==> src/sv/tea_pkg.sv <==
package tea_pkg;

   // Command carried in the request tuser field.
   typedef enum logic [1:0] {
      CMD_LOAD  = 2'd0,
      CMD_QUERY = 2'd1,
      CMD_CLEAR = 2'd2,
      CMD_NONE  = 2'd3
   } cmd_type;

   // Result status carried in the response tuser field.
   localparam logic [1:0] ST_OK         = 2'd0;
   localparam logic [1:0] ST_TRI_FULL   = 2'd1;
   localparam logic [1:0] ST_EDGE_FULL  = 2'd2;
   localparam logic [1:0] ST_NOT_LOADED = 2'd3;

   localparam int NUM_BITS  = 10;
   localparam int NB_BITS   = 11;
   localparam int QUERY_BITS = 10;
   localparam int RSP_BITS  = 48;

   localparam logic [NB_BITS-1:0] NB_NONE = 11'h7FF;

   // Multiplicative hash constants for the low and high vertex of an edge key.
   localparam logic [31:0] HASH_LO = 32'd2654435761;
   localparam logic [31:0] HASH_HI = 32'd40503;

endpackage

==> src/sv/tea_hash.sv <==
module tea_hash #(
   parameter int VB = 16,
   parameter int SW = 12
) (
   input  logic          clock,
   input  logic [VB-1:0] lo,
   input  logic [VB-1:0] hi,
   output logic [SW-1:0] pos
);

   // Only the low SW bits of each product reach the slot index, and those
   // depend only on the low SW bits of both operands.
   localparam logic [SW-1:0] KA = SW'(tea_pkg::HASH_LO);
   localparam logic [SW-1:0] KB = SW'(tea_pkg::HASH_HI);

   logic [SW-1:0] prod_a_ff;
   logic [SW-1:0] prod_b_ff;
   logic [SW-1:0] prod_a_in;
   logic [SW-1:0] prod_b_in;

   assign prod_a_in = SW'(lo) * KA;
   assign prod_b_in = SW'(hi) * KB;

   always_ff @(posedge clock) begin
      prod_a_ff <= prod_a_in;
      prod_b_ff <= prod_b_in;
   end

   assign pos = prod_a_ff ^ prod_b_ff;

endmodule

==> config.mk <==
export PLATFORM = sky130hd
export DESIGN_NAME = tea_hash
export DESIGN_NICKNAME = d
export VERILOG_FILES = /design/src/sv/tea_pkg.sv /design/src/sv/tea_hash.sv
export SDC_FILE = /design/constraint.sdc
export NUM_CORES = 1
export LEC_CHECK = 0
export BUFFER_PORTS_ARGS = -buffer_cell sky130_fd_sc_hd__buf_2
export CORE_UTILIZATION = 40
export DETAILED_ROUTE_END_ITERATION = 16
export HOLD_SLACK_MARGIN = 0.02
export MAX_ROUTING_LAYER = met4
export PLACE_DENSITY = 0.69
export SETUP_SLACK_MARGIN = 0.3
export SLEW_MARGIN = 20
export SYNTH_ARGS = -nofsm -noshare
export SYNTH_HDL_FRONTEND = slang
export SYNTH_SLANG_ARGS = --single-unit
==> constraint.sdc <==
create_clock -name clock -period 11.35 [get_ports clock]
set_clock_uncertainty 0.1 [all_clocks]
set_input_delay 2.27 -clock clock [delete_from_list [all_inputs] [get_ports clock]]
set_output_delay 2.27 -clock clock [all_outputs]
set_load 0.01 [all_outputs]
== Word level (Yosys, flattened, before mapping) ==
Cells that the tools add are included.
Word-level totals
  flip-flop bits (word level): 24
  bits of input ports: 33
  output and inout bits: 12
Cells by class
  multipliers: 2
  bitwise logic cells: 1
Operators with widths (count)
  12-bit by 10-bit multiplier with 12-bit output, second input constant: 1
  12-bit by 12-bit multiplier with 12-bit output, second input constant: 1
  12-bit bitwise XOR: 1

== Logic depth before layout (Yosys ltp) ==
  word-level depth: 1
  gate-level depth with buffers: 15

== Worst setup path before layout ==
Ideal clock, no wire load.
  path kind: input to register
  from: input hi[5]
  to: register prod_b_ff[10]
  data arrival time: 5601 ps
  path slack: 5577 ps
  stages on the path: 15
  cells stage by stage: ha_1 > inv_1 > fa_1 > inv_1 > ha_1 > fa_1 > inv_1 > fa_1 > inv_1 > ha_1 > nand2_1 > o21ai_1 > or4_1 > o311ai_1 > xnor2_1
Between the ends
  cells in the longest elaborated chain, start to end: 1
RTL lines
  from (decl): line tea_hash.sv:7  | input logic [VB-1:0] hi,
  12-bit by 10-bit multiplier with 12-bit output: line tea_hash.sv:22  | assign prod_b_in = SW'(hi) * KB;
  net prod_b_in[10]: line tea_hash.sv:19  | logic [SW-1:0] prod_b_in;
  to (signal assigned): line tea_hash.sv:26  | prod_b_ff <= prod_b_in;
  to (decl): line tea_hash.sv:17  | logic [SW-1:0] prod_b_ff;
The timed path passes the listed nets, and every way through them passes these cells.

== Worst setup path after layout ==
Same ends and word-level chain as after synthesis.

==> metrics.md <==
| Metric | Value |
|---|---|
| Most common flop cell mapped by yosys | `dfxtp_1` |
| I/O pin total | `45` |
| Worst Tran Pin Value | `299 ps` |
| Cell mode on critical path | `inv_1` |
| Number of synthesized flops with an enable pin | `0` |
| Unrepaired setup endpoints after global routing | `no` |
| CP Launch Point | `hi[5]` |
| Worst path cell trace | `buf_2 > ha_1 > inv_1 > fa_1 > inv_1 > ha_1 > fa_1 > inv_1 > fa_1 > inv_1 > ha_1 > nand2_1 > o21ai_1 > or4_1 > o311ai_1 > xnor2_1` |
| Maximum clock insertion buffer count | `2` |
| Pin count of the biggest net entering global routing | `15` |
| Hold_buf cts | `0` |
| CTS Buf Count | `3` |
| F_max | `173 MHz` |
| Ant diodes | `0` |
| CTS Root Cell | `clkbuf_8` |
| Initial antenna violation count | `0` |
| Die W | `84.9 µm` |
| Finished Layout Cells | `384` |
| Post-synth ARST share | `0%` |
| WL final | `4330 µm` |
| Run status | `finished clean` |
| Slew headroom | `79.7%` |
| Slowest CP cell | `fa_1` |
| Vias in the first global route | `1851` |
| Vias per cell | `4.49` |
| Setup violators final | `0` |
| Setup Buffers After CTS | `0` |
| Most numerous cell in the Yosys netlist | `inv_1` |
| Total gr overflow | `0` |
| Mapped Nets | `399` |
| Power Density | `202 mW/mm²` |
| Via count | `1726` |
| YS warnings | `0` |
| Post-Syn Area | `0.00275 mm²` |
| Post-DP HPWL | `4050 µm` |
| Num rows | `29` |
| Net count reported at finish | `440` |
| Clk sink count | `24` |
| Seq/Total Area, Yosys | `17.5%` |
| DRC | `0` |
| Tot GR Track Use | `13.9%` |
| DRT iter0 DRCs | `39` |
| Static Leakage | `1.69 nW` |
| Synth cell types | `19` |
| Yosys top cell area share | `31.8%` |
| Worst VDD drop | `0.0900 mV` |
| Core Box Area | `0.00649 mm²` |
| Syn avg cell area | `10.3 µm²` |
| Critical path type | `input port to flip-flop` |
| Clk slew on worst S/H paths | `80 ps` |
| Share of layout cells above drive strength 1 | `13.7%` |
| TritonRoute pass-1 iters | `6` |
| End of the critical path | `prod_b_ff[10]` |
| Synth top cells by count | `inv_1 (72), ha_1 (70), xnor2_1 (30), fa_1 (29), dfxtp_1 (24)` |
| CTS H-tree depth | `1` |
| Wire per inst | `11.3 µm` |
| Hold path cells | `1` |
| Area delta synth->final | `12.6%` |
| Ranking of synthesized cells by area | `ha_1 (32%), fa_1 (21%), dfxtp_1 (17%), inv_1 (9.8%), xnor2_1 (9.6%)` |
| CP Launch Type | `input port` |
| Setup TNS | `0 ps` |
| Initial core utilization | `42.3%` |
| Min Clock Period, post-route | `5790 ps` |
| DIE AREA | `0.00721 mm²` |
| First-pass GRT wire length | `7720 µm` |
| Critical Path Max Stage Delay | `530 ps` |
| Yosys top cell by area | `ha_1` |
| Placed cells | `380` |
| CP Capture Type | `flip-flop` |
| DRT antenna net count | `0` |
| Yosys reg bits | `24` |
| CTS resizes | `0` |
| Hold crit path type | `input port to flip-flop` |
| Fillers | `605` |
| CTS tree | `built` |
| IO Port Bufs | `36` |
| Max-slew violation count | `0` |
| CP arrival | `5880 ps` |
| Placer Congestion | `0.846` |
| Req. time, crit path | `11440 ps` |
| Period utilisation layout | `51.0%` |
| CP max FO | `4` |
| Syn Inst Count | `267` |
| Max Cap Viol | `0` |
| Final hold viol count | `0` |
| Die height | `84.9 µm` |
-- power by group --
part / switching (W) / leakage (nW) / total, W / internal [W]
logic: 0.000216 / 1.45 / 0.000422 / 0.000206
registers: 0.0000119 / 0.203 / 0.000133 / 0.000121
clock network: 0.0000252 / 0.0357 / 0.0000723 / 0.0000471
total: 0.000253 / 1.69 / 0.000627 / 0.000374
-- routing by layer --
| metal | wire length [µm] | share of wire [%] | track usage [%] |
|---|---|---|---|
| met5 | 0 | 0 | - |
| met4 | 33 | 0.76 | 1.85 |
| met3 | 112 | 2.6 | 2.53 |
| met2 | 2130 | 49 | 24.5 |
| met1 | 2050 | 47 | 17.0 |
-- critical path, delay by kind of cell --
kind | cells | cell delay, ps
XOR/XNOR | 1 | 170
adder cells (fa/ha/maj) | 6 | 2440
AND/OR/NAND/NOR | 2 | 480
AO/OA/AOI/OAI | 2 | 170
buffers and inverters | 5 | 330
-- stage by stage --
stage | total power, W | hold slack [ps] | util (%) | instance area, µm² | setup WS (ps)
floorplan | 0.000460 | 2200 | - | 2750 | 5580
global route | 0.000705 | 2030 | 47.7 | 3100 | 5340
global placement | 0.000553 | 2310 | 46.6 | 3030 | 5300
detailed placement | 0.000567 | 2320 | 46.6 | 3030 | 5270
finish | 0.000627 | 2050 | 47.7 | 3100 | 5560
CTS | 0.000641 | 2040 | 47.7 | 3100 | 5540
-- logic make-up after synthesis --
family | synth area share [%]
AOI/OAI and AO/OA | 3.18
xor gates and xnor gates | 14.3
adders and majority gates | 53.0
buffers and inverters | 9.83
DFF | 17.5
and+or+nand+nor | 2.23
-- registers in the layout, indices dropped and copies added (netlist names) --
name	flops
prod_b_ff	12
prod_a_ff	12
-- layout by cell type (no fill, tap or decap), types with 2 or more instances in the layout --
cell      instances
a21o_1            2
a21oi_1           5
xnor2_1          30
nand2_1           3
dfxtp_1          24
fa_1             29
nor2b_1           2
ha_1             70
buf_2            36
clkbuf_8          3
o21ai_1           3
inv_1            72
xor2_1           15
nor2_1            5
-- cell type report --
type                    instances  area [µm²]  share of cell area [%]
clock buffers                   3        41.3                    1.33
well taps                      77        96.3                    3.11
multi-input cells             171        2000                    64.5
repair buffers                 36         180                    5.82
clock inverters                 1        30.0                   0.969
inverters                      72         270                    8.72
flip-flops and latches         24         480                    15.5
-- worst min path at each step --
stage | start | to | slack (ps)
final | lo[1] | prod_a_ff[1] | 2050
after global routing | lo[1] | prod_a_ff[1] | 2030
after CTS | lo[1] | prod_a_ff[1] | 2040
after detailed placement | lo[1] | prod_a_ff[1] | 2320
after global placement | lo[1] | prod_a_ff[1] | 2310
after floorplan | lo[0] | prod_a_ff[0] | 2200
Power figures use the tool's default switching activity.
